[src/rtl/tfdc_pkg.sv]
// ----------------------------------------------------------------------------
// tfdc_pkg
// Shared types and constants of the thermal fan duty controller.
// ----------------------------------------------------------------------------
package tfdc_pkg;

    localparam int unsigned TEMP_W   = 8;
    localparam int unsigned DUTY_W   = 8;
    localparam int unsigned EXCESS_W = TEMP_W + 1;
    localparam int unsigned STEP_W   = 6;
    localparam int unsigned CFG_W    = 8;
    localparam int unsigned CFG_IDX_W = 2;

    localparam int unsigned DUTY_MAX   = 255;
    localparam int unsigned DUTY_STEPS = 7;
    localparam int          HYST_DEG   = 2;

    // floor(x / 7) for x below 256 is (x * 293) >> 11
    localparam int unsigned RECIP7_MUL   = 293;
    localparam int unsigned RECIP7_SHIFT = 11;

    localparam logic [DUTY_W-1:0]          BASE_DUTY_RST = 8'd64;
    localparam logic [TEMP_W-1:0]          LIMIT1_RST    = 8'd50;
    localparam logic [TEMP_W-1:0]          LIMIT2_RST    = 8'd70;
    localparam logic                       TWO_FANS_RST  = 1'b1;
    localparam logic signed [EXCESS_W-1:0] EXCESS_RST    = -9'sd80;
    localparam logic [DUTY_W-1:0]          DUTY_RST      = 8'd0;
    localparam logic [STEP_W-1:0]          STEP_RST      =
        STEP_W'((DUTY_MAX - 64) / DUTY_STEPS);

    // Configuration register indexes
    typedef enum logic [CFG_IDX_W-1:0] {
        CFG_BASE_DUTY = 2'd0,
        CFG_LIMIT1    = 2'd1,
        CFG_LIMIT2    = 2'd2,
        CFG_TWO_FANS  = 2'd3
    } t_cfg_reg;

    typedef struct packed {
        logic [DUTY_W-1:0] base_duty;
        logic [STEP_W-1:0] duty_step;
        logic [TEMP_W-1:0] limit1;
        logic [TEMP_W-1:0] limit2;
        logic              two_fans;
    } t_cfg;

    typedef struct packed {
        logic [DUTY_W-1:0] fan1_duty;
        logic              fan1_update;
        logic [DUTY_W-1:0] fan0_duty;
        logic              fan0_update;
    } t_result;

endpackage

[src/rtl/tfdc_cfg.sv]
// ----------------------------------------------------------------------------
// tfdc_cfg
// Configuration registers; derives the duty step when the base duty is written.
// ----------------------------------------------------------------------------
module tfdc_cfg (
    input  logic                             i_clk,
    input  logic                             i_rst_n,
    input  logic                             i_cfg_we,
    input  logic [tfdc_pkg::CFG_IDX_W-1:0]   i_cfg_addr,
    input  logic [tfdc_pkg::CFG_W-1:0]       i_cfg_data,
    output tfdc_pkg::t_cfg                   o_cfg
);

    tfdc_pkg::t_cfg r_cfg;
    logic [tfdc_pkg::DUTY_W-1:0] headroom;
    logic [16:0]                 step_prod;
    logic [tfdc_pkg::STEP_W-1:0] n_step;

    // Step = (255 - base) / 7 through a reciprocal multiply
    assign headroom  = 8'(tfdc_pkg::DUTY_MAX) - i_cfg_data;
    assign step_prod = 17'(headroom) * 17'(tfdc_pkg::RECIP7_MUL);
    assign n_step    = step_prod[tfdc_pkg::RECIP7_SHIFT +: tfdc_pkg::STEP_W];

    // Write one register per transaction
    always_ff @(posedge i_clk) begin
        if (!i_rst_n) begin
            r_cfg.base_duty <= tfdc_pkg::BASE_DUTY_RST;
            r_cfg.duty_step <= tfdc_pkg::STEP_RST;
            r_cfg.limit1    <= tfdc_pkg::LIMIT1_RST;
            r_cfg.limit2    <= tfdc_pkg::LIMIT2_RST;
            r_cfg.two_fans  <= tfdc_pkg::TWO_FANS_RST;
        end else if (i_cfg_we) begin
            unique case (tfdc_pkg::t_cfg_reg'(i_cfg_addr))
                tfdc_pkg::CFG_BASE_DUTY: begin
                    r_cfg.base_duty <= i_cfg_data;
                    r_cfg.duty_step <= n_step;
                end
                tfdc_pkg::CFG_LIMIT1:   r_cfg.limit1   <= i_cfg_data;
                tfdc_pkg::CFG_LIMIT2:   r_cfg.limit2   <= i_cfg_data;
                tfdc_pkg::CFG_TWO_FANS: r_cfg.two_fans <= i_cfg_data[0];
                default: ;
            endcase
        end
    end

    assign o_cfg = r_cfg;

endmodule

[src/rtl/tfdc_eval.sv]
// ----------------------------------------------------------------------------
// tfdc_eval
// Per-tick decision: hysteresis test, duty computation, fan state update.
// ----------------------------------------------------------------------------
module tfdc_eval (
    input  logic                          i_clk,
    input  logic                          i_rst_n,
    input  logic                          i_fire,
    input  logic [tfdc_pkg::TEMP_W-1:0]   i_temp1,
    input  logic [tfdc_pkg::TEMP_W-1:0]   i_temp2,
    input  tfdc_pkg::t_cfg                i_cfg,
    output tfdc_pkg::t_result             o_res
);

    localparam int EW = tfdc_pkg::EXCESS_W;

    logic signed [EW-1:0]           r_last_excess [2];
    logic [tfdc_pkg::DUTY_W-1:0]    r_last_duty [2];

    logic signed [EW-1:0]           ex1, ex2, ex_sel;
    logic signed [EW:0]             diff1, diff2;
    logic                           near1, near2;
    logic                           hit1, hit2, stop, write;
    logic [tfdc_pkg::TEMP_W-1:0]    ex_m1;
    logic [13:0]                    prod;
    logic [14:0]                    sum;
    logic [tfdc_pkg::DUTY_W-1:0]    calc_duty, new_duty;

    // Excess over each limit
    assign ex1 = $signed({1'b0, i_temp1}) - $signed({1'b0, i_cfg.limit1});
    assign ex2 = $signed({1'b0, i_temp2}) - $signed({1'b0, i_cfg.limit2});

    // Hysteresis against the stored excess of each sensor's slot
    assign diff1 = {ex1[EW-1], ex1} - {r_last_excess[0][EW-1], r_last_excess[0]};
    assign diff2 = {ex2[EW-1], ex2}
                 - {r_last_excess[i_cfg.two_fans][EW-1], r_last_excess[i_cfg.two_fans]};
    assign near1 = (diff1 > -(EW+1)'(tfdc_pkg::HYST_DEG))
                && (diff1 < (EW+1)'(tfdc_pkg::HYST_DEG));
    assign near2 = (diff2 > -(EW+1)'(tfdc_pkg::HYST_DEG))
                && (diff2 < (EW+1)'(tfdc_pkg::HYST_DEG));

    // Sensor one wins; stop needs sensor one at least two below and sensor two three below
    assign hit1  = !ex1[EW-1] && !near1;
    assign hit2  = !hit1 && !ex2[EW-1] && !near2;
    assign stop  = (ex1 < -EW'(1)) && (ex2 < -EW'(2));
    assign write = hit1 || hit2 || stop;

    // Duty = base + (excess - 1) * step, clamped to [base, 255]
    assign ex_sel = hit1 ? ex1 : ex2;
    assign ex_m1  = ex_sel[tfdc_pkg::TEMP_W-1:0] - 8'd1;
    assign prod   = 14'(ex_m1) * 14'(i_cfg.duty_step);
    assign sum    = 15'(i_cfg.base_duty) + 15'(prod);

    always_comb begin
        priority if (ex_sel == '0) begin
            calc_duty = i_cfg.base_duty;
        end else if (sum > 15'(tfdc_pkg::DUTY_MAX)) begin
            calc_duty = 8'(tfdc_pkg::DUTY_MAX);
        end else begin
            calc_duty = sum[tfdc_pkg::DUTY_W-1:0];
        end
    end

    assign new_duty = stop ? '0 : calc_duty;

    // Result fields: report a fan only when its duty changes
    always_comb begin
        o_res.fan0_update = write && (new_duty != r_last_duty[0]);
        o_res.fan0_duty   = write ? new_duty : r_last_duty[0];
        o_res.fan1_update = write && i_cfg.two_fans && (new_duty != r_last_duty[1]);
        o_res.fan1_duty   = (write && i_cfg.two_fans) ? new_duty : r_last_duty[1];
    end

    // Advance the hysteresis and duty state once per transaction
    always_ff @(posedge i_clk) begin
        if (!i_rst_n) begin
            r_last_excess[0] <= tfdc_pkg::EXCESS_RST;
            r_last_excess[1] <= tfdc_pkg::EXCESS_RST;
            r_last_duty[0]   <= tfdc_pkg::DUTY_RST;
            r_last_duty[1]   <= tfdc_pkg::DUTY_RST;
        end else if (i_fire) begin
            if (hit1) begin
                r_last_excess[0] <= ex1;
            end else if (hit2) begin
                r_last_excess[i_cfg.two_fans] <= ex2;
            end
            r_last_duty[0] <= o_res.fan0_duty;
            r_last_duty[1] <= o_res.fan1_duty;
        end
    end

`ifndef SYNTHESIS
    a_one_action: assert property (@(posedge i_clk) disable iff (!i_rst_n)
        i_fire |-> $onehot0({hit1, hit2, stop}))
        else $error("more than one duty action in a tick");

    a_single_fan: assert property (@(posedge i_clk) disable iff (!i_rst_n)
        i_fire && !i_cfg.two_fans |-> !o_res.fan1_update)
        else $error("fan one updated in single-fan mode");

    a_update_changes: assert property (@(posedge i_clk) disable iff (!i_rst_n)
        i_fire && o_res.fan0_update |=> r_last_duty[0] != $past(r_last_duty[0]))
        else $error("fan zero update without a duty change");

    a_stop_zero: assert property (@(posedge i_clk) disable iff (!i_rst_n)
        i_fire && stop |=> r_last_duty[0] == '0)
        else $error("stop did not clear fan zero duty");
`endif

endmodule

[src/rtl/thermal_fan_duty_controller_unit.sv]
// ----------------------------------------------------------------------------
// thermal_fan_duty_controller_unit
// Thermal fan duty controller: two temperatures in, two fan duties out.
// ----------------------------------------------------------------------------
// Usage:
//   Slave channel (s_t*) takes one tick per transaction: both sensor
//   temperatures. Master channel (m_t*) returns exactly one result per tick:
//   update flag and duty for each fan. Configuration registers are written
//   through i_cfg_we / i_cfg_addr / i_cfg_data, one register per cycle. The
//   user must write them only while no tick is in flight; it is not enforced.
// Timing:
//   A tick accepted into the input register is evaluated in one pass against
//   the stored excess and duty state when the stage advances, and its result
//   is captured in the result register. One tick per cycle is sustained while
//   m_tready stays high; the single evaluation stage, which updates the fan
//   state as it produces the result, sets this figure.
// Reset:
//   Registers return to base 64, limits 50 and 70, two-fan mode; stored
//   excess is -80 in both slots and both duties are 0.
// Stall:
//   While m_tready is low the result is held; the input register still
//   fills, then s_tready falls until the result is taken.
// ----------------------------------------------------------------------------
module thermal_fan_duty_controller_unit (
    input  logic        i_clk,
    input  logic        i_rst_n,
    // configuration write port
    input  logic        i_cfg_we,
    input  logic [1:0]  i_cfg_addr,
    input  logic [7:0]  i_cfg_data,
    // tick input
    input  logic        s_tvalid,
    output logic        s_tready,
    input  logic [15:0] s_tdata,   // [7:0] temp_sensor1, [15:8] temp_sensor2
    // result output
    output logic        m_tvalid,
    input  logic        m_tready,
    output logic [23:0] m_tdata    // [0] fan0_update, [8:1] fan0_duty,
                                   // [9] fan1_update, [17:10] fan1_duty, rest 0
);

    tfdc_pkg::t_cfg    cfg;
    tfdc_pkg::t_result res;

    logic                        r_in_valid;
    logic [tfdc_pkg::TEMP_W-1:0] r_temp1, r_temp2;
    logic                        r_out_valid;
    tfdc_pkg::t_result           r_out;
    logic                        advance, fire;

    tfdc_cfg u_cfg (
        .i_clk      (i_clk),
        .i_rst_n    (i_rst_n),
        .i_cfg_we   (i_cfg_we),
        .i_cfg_addr (i_cfg_addr),
        .i_cfg_data (i_cfg_data),
        .o_cfg      (cfg)
    );

    // Move the evaluation stage whenever the result register is free or drains
    assign advance  = !r_out_valid || m_tready;
    assign fire     = r_in_valid && advance;
    assign s_tready = !r_in_valid || advance;

    // Input register
    always_ff @(posedge i_clk) begin
        if (!i_rst_n) begin
            r_in_valid <= 1'b0;
        end else if (s_tready) begin
            r_in_valid <= s_tvalid;
        end
    end

    always_ff @(posedge i_clk) begin
        if (s_tready && s_tvalid) begin
            r_temp1 <= s_tdata[7:0];
            r_temp2 <= s_tdata[15:8];
        end
    end

    tfdc_eval u_eval (
        .i_clk   (i_clk),
        .i_rst_n (i_rst_n),
        .i_fire  (fire),
        .i_temp1 (r_temp1),
        .i_temp2 (r_temp2),
        .i_cfg   (cfg),
        .o_res   (res)
    );

    // Result register
    always_ff @(posedge i_clk) begin
        if (!i_rst_n) begin
            r_out_valid <= 1'b0;
        end else if (advance) begin
            r_out_valid <= r_in_valid;
        end
    end

    always_ff @(posedge i_clk) begin
        if (fire) begin
            r_out <= res;
        end
    end

    assign m_tvalid = r_out_valid;
    assign m_tdata  = {6'd0, r_out};

endmodule

[config.mk]
export PLATFORM = sky130hd
export DESIGN_NAME = thermal_fan_duty_controller_unit
export DESIGN_NICKNAME = d
export VERILOG_FILES = /design/src/rtl/tfdc_pkg.sv /design/src/rtl/tfdc_cfg.sv /design/src/rtl/tfdc_eval.sv /design/src/rtl/thermal_fan_duty_controller_unit.sv
export SDC_FILE = /design/constraint.sdc
export NUM_CORES = 1
export LEC_CHECK = 0
export BUFFER_PORTS_ARGS = -buffer_cell sky130_fd_sc_hd__buf_2
export CAP_MARGIN = 20
export CORE_MARGIN = 1.5
export CORE_UTILIZATION = 31
export CTS_BUF_LIST = sky130_fd_sc_hd__clkbuf_4
export DETAILED_ROUTE_END_ITERATION = 8
export PLACE_DENSITY = 0.55
export SKIP_LAST_GASP = 1
export SYNTH_ARGS = -nofsm -noshare
export SYNTH_HDL_FRONTEND = slang
export SYNTH_HIERARCHICAL = 1
export SYNTH_SLANG_ARGS = --single-unit
export TNS_END_PERCENT = 1
[constraint.sdc]
create_clock -name i_clk -period 18.9 [get_ports i_clk]
set_input_delay 2.835 -clock i_clk [delete_from_list [all_inputs] [get_ports i_clk]]
set_output_delay 2.835 -clock i_clk [all_outputs]
set_load 0.1 [all_outputs]
==> results_dict.tcl, run 1 <==
set metrics [dict create \
    track_usage 0.143 \
    required_ps 19150 \
    grt_max_degree 42 \
    area_growth_pct 9.17 \
    finClkSkew_ps 41.2 \
    grt_overflow 0 \
    dr_wl_met2_um 9230 \
    die-area_um2 30100 \
    cts_made_buffers 9 \
    fmax_mhz 84.9 \
    synth-edff-count 68 \
    drtPass1Iterations 5 \
    power.switching_uw 688 \
    grt_pass1_wl_um 34800 \
    cts_setup_buffers 0 \
    wire_per_inst_um 15.1 \
    place.gp.congestion 0.850 \
    ir_drop_mv 0.118 \
    numClockSinks 101 \
    dominantRegCellSynth "edfxtp_1" \
    start_kind "flop" \
    cp.arrival_ps 12030 \
    ctsResizeCount 0 \
    h-tree-depth 3 \
    hold_path_class "reg2reg" \
    fin_total_pwr_mw 1.43 \
    criticalPathCategory "reg2reg" \
    wirelength_um 20900 \
    synthDistinctLibCells 69 \
    clockRootBuffer "clkbuf_4" \
    yosysSeqAreaShare 0.300 \
    synth_seq_cells 101 \
    synth-warning-count 6 \
    finalWorstPathRequiredPeriod_ps 11780 \
    end_kind "flop" \
    core_area_um2 28700 \
    maxSlewViolCount 0 \
    wl_met1_um 10600 \
    hold_violations 0 \
    start_util 0.314 \
    setup_tns_ps 0 \
    syn_area_per_cell_um2 9.51 \
    dp_hpwl_um 16700 \
    postCtsHoldBufs 0 \
    grt_antenna_before_repair 1 \
    tightest_slew_ps 1010 \
    path_max_fanout 21 \
    pwr-share-seq 0.197 \
    clk_pin_slew_ps 170 \
    portBuffers 50 \
    dr.first_iter.drc_count 538 \
    cts_tree "yes" \
    syn_inst 948 \
    final_layout_size_suffix_gt1_frac 0.111 \
    rsz0062_at_grt "false" \
    powerDensity_nw_per_um2 146 \
    die_w_um 174 \
    power_frac_comb 0.724 \
    vias 6840 \
    die_h_um 174 \
    slew_headroom 0.323 \
    ys_async_sr_fraction 0 \
    p_int_uw 745 \
    post-route-util 0.343 \
    max-clock-path-buffers 2 \
    nets 1175 \
    viasPerCell 4.93 \
    drcViolationCount 0 \
    switching_share 0.480 \
    period_share 0.623 \
    top_layer "met4" \
    setup_viol 0 \
    cp_slowest_cell "fa_1" \
    drtAntennaViolNets 0 \
    clock_latency_ps 500 \
    outcome "finished, final reports clean" \
    p_leak_nw 4.27 \
    wl_met3_um 950 \
    grt_pass1_vias 6789 \
    whs_ps 460 \
    row_count 62 \
    syn-cell-area_um2 9020 \
    drv_cap 0 \
    ios 57 \
    slowest_delay_ps 540 \
    power_frac_clock 0.079 \
]
-- stage by stage --
stage,instance area [um2],worst slack [ps],std cells
2_1_floorplan,9040,8560,953
3_3_place_gp,9710,7680,1370
3_5_place_dp,9710,7390,1370
4_1_cts,9840,7300,1386
5_1_grt,9840,6210,1387
6_report,9840,7120,1387
-- layout by cell type, fill, tap and decap left out, drive strengths merged, types with 10 or more instances in the layout --
master	n
fa	39
nor2	62
xor2	21
xnor2	23
edfxtp	68
clkbuf	10
mux2i	19
nor3	21
nor2b	47
nand2b	15
a21boi	17
inv	109
buf	57
and2	34
o211ai	16
mux2	18
a21o	11
a21oi	43
ha	108
nand3	10
o21ai	28
nand2	71
dfxtp	33
-- flip-flops by register name, indices dropped and copies added, names as in the netlist --
| signal | count |
|---|---|
| m_tvalid | 1 |
| m_tdata | 18 |
| r_temp1 | 8 |
| r_temp2 | 8 |
| r_in_valid | 1 |
| u_eval/r_last_excess | 18 |
| u_cfg/o_cfg | 31 |
| u_eval/r_last_duty | 16 |
-- power by group through the flow --
| stage | Combinational, mW | Clock, mW | Sequential (mW) |
|---|---|---|---|
| global route | 1.17 | 0.125 | 0.286 |
| floorplan | 0.777 | 0 | 0.357 |
| finish | 1.04 | 0.113 | 0.283 |
| global placement | 1.03 | 0 | 0.288 |
| detailed placement | 1.03 | 0 | 0.288 |
| CTS | 1.04 | 0.119 | 0.283 |
-- final timing paths --
path / startpoint / end / slack, ps / cells past startpoint
worst max-delay path: r_temp1[0]$_DFFE_PP_ / m_tdata[0]$_DFFE_PP_ / 7120 / 44
worst min-delay path: u_cfg/o_cfg[27]$_SDFFE_PN0P_ / u_cfg/o_cfg[27]$_SDFFE_PN0P_ / 460 / 2
worst max register to register: r_temp1[0]$_DFFE_PP_ / m_tdata[0]$_DFFE_PP_ / 7120 / 44
worst min register to register: u_cfg/o_cfg[27]$_SDFFE_PN0P_ / u_cfg/o_cfg[27]$_SDFFE_PN0P_ / 460 / 2
-- Yosys cell counts, types with 11 or more instances --
cell | number | area, um2
mux2i_1 | 19 | 190
and2_1 | 34 | 213
a21oi_1 | 43 | 215
inv_1 | 105 | 394
o211ai_1 | 16 | 120
nor2_1 | 61 | 229
nand2_1 | 71 | 267
nand2b_1 | 15 | 93.8
fa_1 | 39 | 781
edfxtp_1 | 68 | 2040
a21o_1 | 11 | 82.6
dfxtp_1 | 33 | 661
nor3_1 | 21 | 105
xnor2_1 | 23 | 201
nor2b_1 | 46 | 288
ha_1 | 108 | 1350
mux2_2 | 17 | 191
xor2_1 | 21 | 184
clkbuf_1 | 16 | 60.1
o21ai_0 | 27 | 135
-- final cells by class --
class	instances	area (um2)
fill	2968	18900
multi-input combinational	723	5830
sequential	101	2700
tap	384	480
inverter	105	394
timing repair buffer	57	303
clock buffer	10	75.1
clock inverter	6	55.1
antenna	1	2.50
-- cells by family (layout without fill, tap and decap cells) --
group           Yosys count  count (layout)  synth area share
simple gates            310             310             0.184
compound gates          179             179             0.137
fa+ha+maj               147             147             0.236
buf+inv                 129             178            0.0563
flops                   101             101             0.300
xor+xnor                 44              44            0.0427
mux                      37              37            0.0440
other cells               1               7          0.000416
-- worst max-delay path: cells and delay by family (launching register included) --
family | cells | cell delay, ps
adders and majority gates | 9 | 3560
and+or+nand+nor | 13 | 3250
AOI/OAI and AO/OA | 14 | 3250
buffers and inverters | 6 | 620
DFF | 1 | 390
muxes | 1 | 270
xor gates and xnor gates | 1 | 200
-- routing by layer --
| layer | GRT usage | vias up |
|---|---|---|
| met5 | 0 | - |
| met4 | 0.0297 | 0 |
| met3 | 0.0248 | 14 |
| met2 | 0.225 | 149 |
| met1 | 0.205 | 3259 |
| li1 | - | 3418 |
No activity file was read; power rests on OpenSTA's default activity.
==> inputs of run 2 (changes only) <==
==> constraint.sdc (replaced) <==
create_clock -name i_clk -period 11 [get_ports i_clk]
set_input_delay 1.65 -clock i_clk [delete_from_list [all_inputs] [get_ports i_clk]]
set_output_delay 1.65 -clock i_clk [all_outputs]
set_load 0.1 [all_outputs]
==> run 2 against run 1 <==
- power rose by 73%
- sequential power increased by 72%
- first-iteration DRC count fell by 26%
- non-clock buffer count up 12
- global-route usage is 0.11 points higher
- critical endpoint unchanged
- die area did not move
- critical path depth down 2
- worst setup slack lost 6500 ps
==> results_dict.tcl, run 2 (synthesis gave the netlist of run 1 again) <==
set metrics [dict create \
    outcome "finished, final reports clean" \
    row_count 62 \
    grt_pass1_vias 6637 \
    hold_violations 0 \
    powerDensity_nw_per_um2 248 \
    hold_path_class "reg2reg" \
    mostFrequentLayoutCells "107 x ha_1, 105 x inv_1, 70 x nand2_1" \
    final_layout_size_suffix_gt1_frac 0.130 \
    slowest_delay_ps 550 \
    postCtsHoldBufs 0 \
    core_area_um2 28700 \
    grt_pass1_wl_um 34800 \
    finalWorstPathRequiredPeriod_ps 10380 \
    period_share 0.944 \
    slew_headroom 0.344 \
    path_max_fanout 8 \
    ir_drop_mv 0.188 \
    numClockSinks 101 \
    layout_commonest_cell "ha_1" \
    p_leak_nw 4.33 \
    fmax_mhz 96.3 \
    start_kind "flop" \
    track_usage 0.144 \
    finClkSkew_ps 26.0 \
    placed_cell_area_um2 9780 \
    post-route-util 0.349 \
    grt_antenna_before_repair 1 \
    die_w_um 174 \
    viasPerCell 4.93 \
    grt_overflow 0 \
    fillerInstances 3011 \
    tightest_slew_ps 980 \
    die-area_um2 30100 \
    required_ps 11280 \
    cts_tree "yes" \
    final_area_um2 10000 \
    cp_slowest_cell "or4b_4" \
    reg2reg_depth 42 \
    dr.first_iter.drc_count 397 \
    maxSlewViolCount 0 \
    dp_slack_ps 212 \
    final.setup.worst_slack_ps 619 \
    h-tree-depth 3 \
    drtAntennaViolNets 0 \
    fin_cells 1399 \
    worstHoldPathCells 2 \
    area_growth_pct 11.0 \
    nets 1187 \
    place_inst 1378 \
    wire_per_inst_um 15.1 \
    clk_pin_slew_ps 190 \
    crit_path_frequent_cell "fa_1" \
    largest_reg_flops 31 \
    clockRootBuffer "clkbuf_4" \
    drcViolationCount 0 \
    drv_cap 0 \
    setup_tns_ps 0 \
    max-clock-path-buffers 2 \
    start_util 0.314 \
    cp.arrival_ps 10660 \
    drtPass1Iterations 5 \
    ios 57 \
    criticalPathCategory "reg2reg" \
    grt_max_degree 42 \
    clock_latency_ps 500 \
    setup_viol 0 \
    vias 6904 \
    cts_made_buffers 9 \
    place.gp.congestion 0.827 \
    wirelength_um 21100 \
    end_kind "flop" \
    portBuffers 50 \
    dp_hpwl_um 17100 \
    die_h_um 174 \
]
==> run 2: cell type report <==
| class | instances | area (um2) | area share |
|---|---|---|---|
| Inverter | 105 | 394 | 0.0394 |
| Antenna cell | 1 | 2.50 | 0.000250 |
| Clock buffer | 9 | 67.6 | 0.00675 |
| Timing Repair Buffer | 69 | 400 | 0.0400 |
| Multi-Input combinational cell | 723 | 5900 | 0.589 |
| Sequential cell | 101 | 2700 | 0.270 |
| Tap cell | 384 | 480 | 0.0480 |
| Clock inverter | 7 | 67.6 | 0.00675 |
==> run 2: per-stage QoR <==
stage / total power [mW] / hold slack [ps]
floorplan: 1.95 / 435
global placement: 2.28 / 447
detailed placement: 2.27 / 460
CTS: 2.48 / 482
global route: 2.74 / 508
finish: 2.48 / 482
==> run 2: worst paths after layout <==
path / from / slack [ps] / end
max: r_temp1[0]$_DFFE_PP_ / 620 / m_tdata[0]$_DFFE_PP_
min: u_cfg/o_cfg[11]$_SDFFE_PN0P_ / 480 / u_cfg/o_cfg[11]$_SDFFE_PN0P_
max reg2reg: r_temp1[0]$_DFFE_PP_ / 620 / m_tdata[0]$_DFFE_PP_
min reg2reg: u_cfg/o_cfg[11]$_SDFFE_PN0P_ / 480 / u_cfg/o_cfg[11]$_SDFFE_PN0P_
==> run 2: critical path, delay by kind of cell, from the launching register on <==
kind	cells	cell delay, ps
xor+xnor	3	630
buf+inv	6	560
simple gates	9	2310
flops	1	390
compound gates	14	2660
mux	1	310
fa+ha+maj	9	3350
==> run 2: report_power, final <==
part,total [mW],switching (mW),internal [mW]
clock network,0.193,0.142,0.0518
logic,1.80,1.02,0.780
registers,0.486,0.0201,0.466
==> run 2: what timing repair did <==
item | CTS | global route
resized for setup | 0 | 13
buffers inserted | 0 | 3
setup endpoints to repair | 0 | 34
==> run 2: routing by layer <==
metal / routed length, um / global-route usage
met1: 10700 / 0.208
met3: 927 / 0.0265
met5: 0 / 0
met2: 9250 / 0.226
met4: 172 / 0.0264
==> inputs of run 3 (changes only) <==
--- a/config.mk
+++ b/config.mk
@@ -5,8 +5,10 @@
 export SDC_FILE = /design/constraint.sdc
 export NUM_CORES = 1
 export LEC_CHECK = 0
+export ABC_AREA = 1
 export BUFFER_PORTS_ARGS = -buffer_cell sky130_fd_sc_hd__buf_2
 export CAP_MARGIN = 20
+export CORE_ASPECT_RATIO = 1.75
 export CORE_MARGIN = 1.5
 export CORE_UTILIZATION = 31
 export CTS_BUF_LIST = sky130_fd_sc_hd__clkbuf_4
==> run 3 against run 2 <==
- clock skew shrank 1.7 ps
- power grew 19%
- global-route usage grew 1.2 points
- die area grew 5.5%
- critical path type unchanged
- critical endpoint unchanged
- largest power group unchanged
==> results_dict.tcl, run 3 <==
set metrics [dict create \
    wirelength_um 23400 \
    dominantRegCellSynth "edfxtp_1" \
    fmax_mhz 106 \
    die_h_um 235 \
    wl_met3_um 578 \
    grt_pass1_vias 7857 \
    place.gp.congestion 0.861 \
    multi_input_area_um2 5830 \
    crit_path_frequent_cell "nand2_1" \
    drv_cap 0 \
    drtPass1Iterations 5 \
    switching_share 0.538 \
    required_ps 11270 \
    mostFrequentLayoutCells "226 x nand2_1, 214 x inv_1, 112 x nor2_1" \
    syn-cell-area_um2 9510 \
    die-area_um2 31800 \
    grt_pass1_wl_um 38500 \
    cts_tree "yes" \
    syn_area_per_cell_um2 8.00 \
    numClockSinks 101 \
    clockRootBuffer "clkbuf_4" \
    power.switching_mw 1.59 \
    finalWorstPathRequiredPeriod_ps 9420 \
    hold_path_class "reg2reg" \
    max-clock-path-buffers 2 \
    nets 1417 \
    dp_slack_ps 1570 \
    synth-warning-count 6 \
    maxSlewViolCount 0 \
    timing.rr.start "r_temp1[0]$_DFFE_PP_" \
    finClkSkew_ps 24.3 \
    yosysSeqAreaShare 0.284 \
    slew_headroom 0.483 \
    r2r_end "m_tdata[0]$_DFFE_PP_" \
    synth.top_cells.by_area "edfxtp_1 21%, ha_1 14%, nand2_1 8.9%, inv_1 8.4%, fa_1 8.2%" \
    core_area_um2 30200 \
    r2r_slack_ps 1580 \
    setup_viol 0 \
    cts_setup_buffers 0 \
    powerDensity_nw_per_um2 288 \
    power_frac_clock 0.070 \
    holdCritStartpoint "u_cfg/o_cfg[13]$_SDFFE_PN1P_" \
    hold_violations 0 \
    cp.arrival_ps 9690 \
    rsz0062_at_grt "false" \
    synth_top_cell_by_area "edfxtp_1" \
    ios 57 \
    final_layout_size_suffix_gt1_frac 0.121 \
    period_share 0.856 \
    path_max_fanout 13 \
    yosysMostFrequentCell "nand2_1" \
    reg2reg_depth 53 \
    layout_commonest_cell "nand2_1" \
    vias 7740 \
    drcViolationCount 0 \
    p_int_mw 1.37 \
    power_frac_comb 0.763 \
    dr.first_iter.drc_count 336 \
    ys_top_cells_by_count "226 x nand2_1, 214 x inv_1, 112 x nor2_1, 108 x ha_1, 68 x edfxtp_1" \
    dp_hpwl_um 19800 \
    grt_antenna_before_repair 1 \
    tightest_slew_ps 772 \
    track_usage 0.156 \
    ctsResizeCount 0 \
    clk_pin_slew_ps 170 \
    cts_made_buffers 9 \
    start_kind "flop" \
    min_to "u_cfg/o_cfg[13]$_SDFFE_PN1P_" \
    start_util 0.315 \
    synth-edff-count 68 \
    grt_max_degree 38 \
    drtAntennaViolNets 0 \
    ir_drop_mv 0.216 \
    die_w_um 135 \
    pwr-share-seq 0.167 \
    fillerInstances 3150 \
    final.setup.worst_slack_ps 1580 \
    p_leak_nw 5.19 \
    row_count 84 \
    viasPerCell 4.74 \
    h-tree-depth 3 \
    worstHoldPathCells 2 \
    postCtsHoldBufs 0 \
    grt_overflow 0 \
    regArea_um2 2700 \
    outcome "finished, final reports clean" \
    synth_seq_cells 101 \
    end_kind "flop" \
    cp_slowest_cell "fa_1" \
    setup_tns_ps 0 \
    wire_per_inst_um 14.3 \
    wl_met1_um 8450 \
    syn_inst 1189 \
    portBuffers 50 \
    slowest_delay_ps 560 \
    top_layer "met4" \
    synthDistinctLibCells 57 \
    clock_latency_ps 500 \
    area_growth_pct 8.30 \
    largest_reg_flops 31 \
    yosys.area.top_type_share 0.215 \
    ys_async_sr_fraction 0 \
    criticalPathCategory "reg2reg" \
    dr_wl_met2_um 12800 \
]
## run 3: layout make-up
cell class | instances | share of cell area
clock inverters | 6 | 0.00680
well taps | 387 | 0.0470
inverters | 225 | 0.0820
flip-flops and latches | 101 | 0.262
repair buffers | 55 | 0.0279
diodes | 1 | 0.000243
multi-input cells | 847 | 0.566
clock buffers | 10 | 0.00729
## run 3: power by group through the flow
stage	logic, mW	clock network (mW)	registers (mW)
floorplan	1.70	0	0.644
global placement	2.27	0	0.503
detailed placement	2.27	0	0.504
CTS	2.29	0.217	0.495
global route	2.61	0.231	0.500
finish	2.26	0.208	0.495
## run 3: worst max-delay path, delay by kind of cell (launching register included)
kind / cells / cell delay [ps]
adder cells (fa/ha/maj): 9 / 3510
buffers and inverters: 9 / 660
flip-flops: 1 / 390
AO/OA/AOI/OAI: 6 / 860
XOR/XNOR: 3 / 720
AND/OR/NAND/NOR: 26 / 3040
## run 3: layer usage
layer	global-route usage	vias to the layer above
met5	0	-
li1	-	3966
met2	0.306	140
met4	0.103	0
met3	0.0192	60
met1	0.147	3574
## run 3: worst max-delay path by stage
stage	from	to	slack (ps)	depth (start not counted)
after floorplan	r_temp1[0]$_DFFE_PP_	m_tdata[9]$_DFFE_PP_	2600	54
after global placement	r_temp1[0]$_DFFE_PP_	m_tdata[0]$_DFFE_PP_	1710	51
after detailed placement	r_temp1[0]$_DFFE_PP_	m_tdata[0]$_DFFE_PP_	1570	53
after CTS	r_temp1[0]$_DFFE_PP_	m_tdata[0]$_DFFE_PP_	1530	53
after global routing	r_temp1[0]$_DFFE_PP_	m_tdata[0]$_DFFE_PP_	720	53
final	r_temp1[0]$_DFFE_PP_	m_tdata[0]$_DFFE_PP_	1580	53
## run 3: kinds of logic (layout without fill, tap and decap cells)
group | after synthesis | in the layout | synth area share
AO/OA/AOI/OAI | 155 | 155 | 0.0938
XOR/XNOR | 35 | 35 | 0.0338
adder cells (fa/ha/maj) | 147 | 147 | 0.224
buffers and inverters | 246 | 296 | 0.105
flip-flops | 101 | 101 | 0.284
other | 1 | 7 | 0.000394
AND/OR/NAND/NOR | 504 | 504 | 0.259
## run 3: stage by stage
stage	total power, mW	util	hold slack [ps]	area [um2]	std cells
floorplan	2.34	-	446	9530	1194
global placement	2.77	0.337	458	10200	1615
detailed placement	2.78	0.337	464	10200	1615
CTS	3.00	0.341	503	10300	1631
global route	3.34	0.341	520	10300	1632
finish	2.96	0.341	504	10300	1632
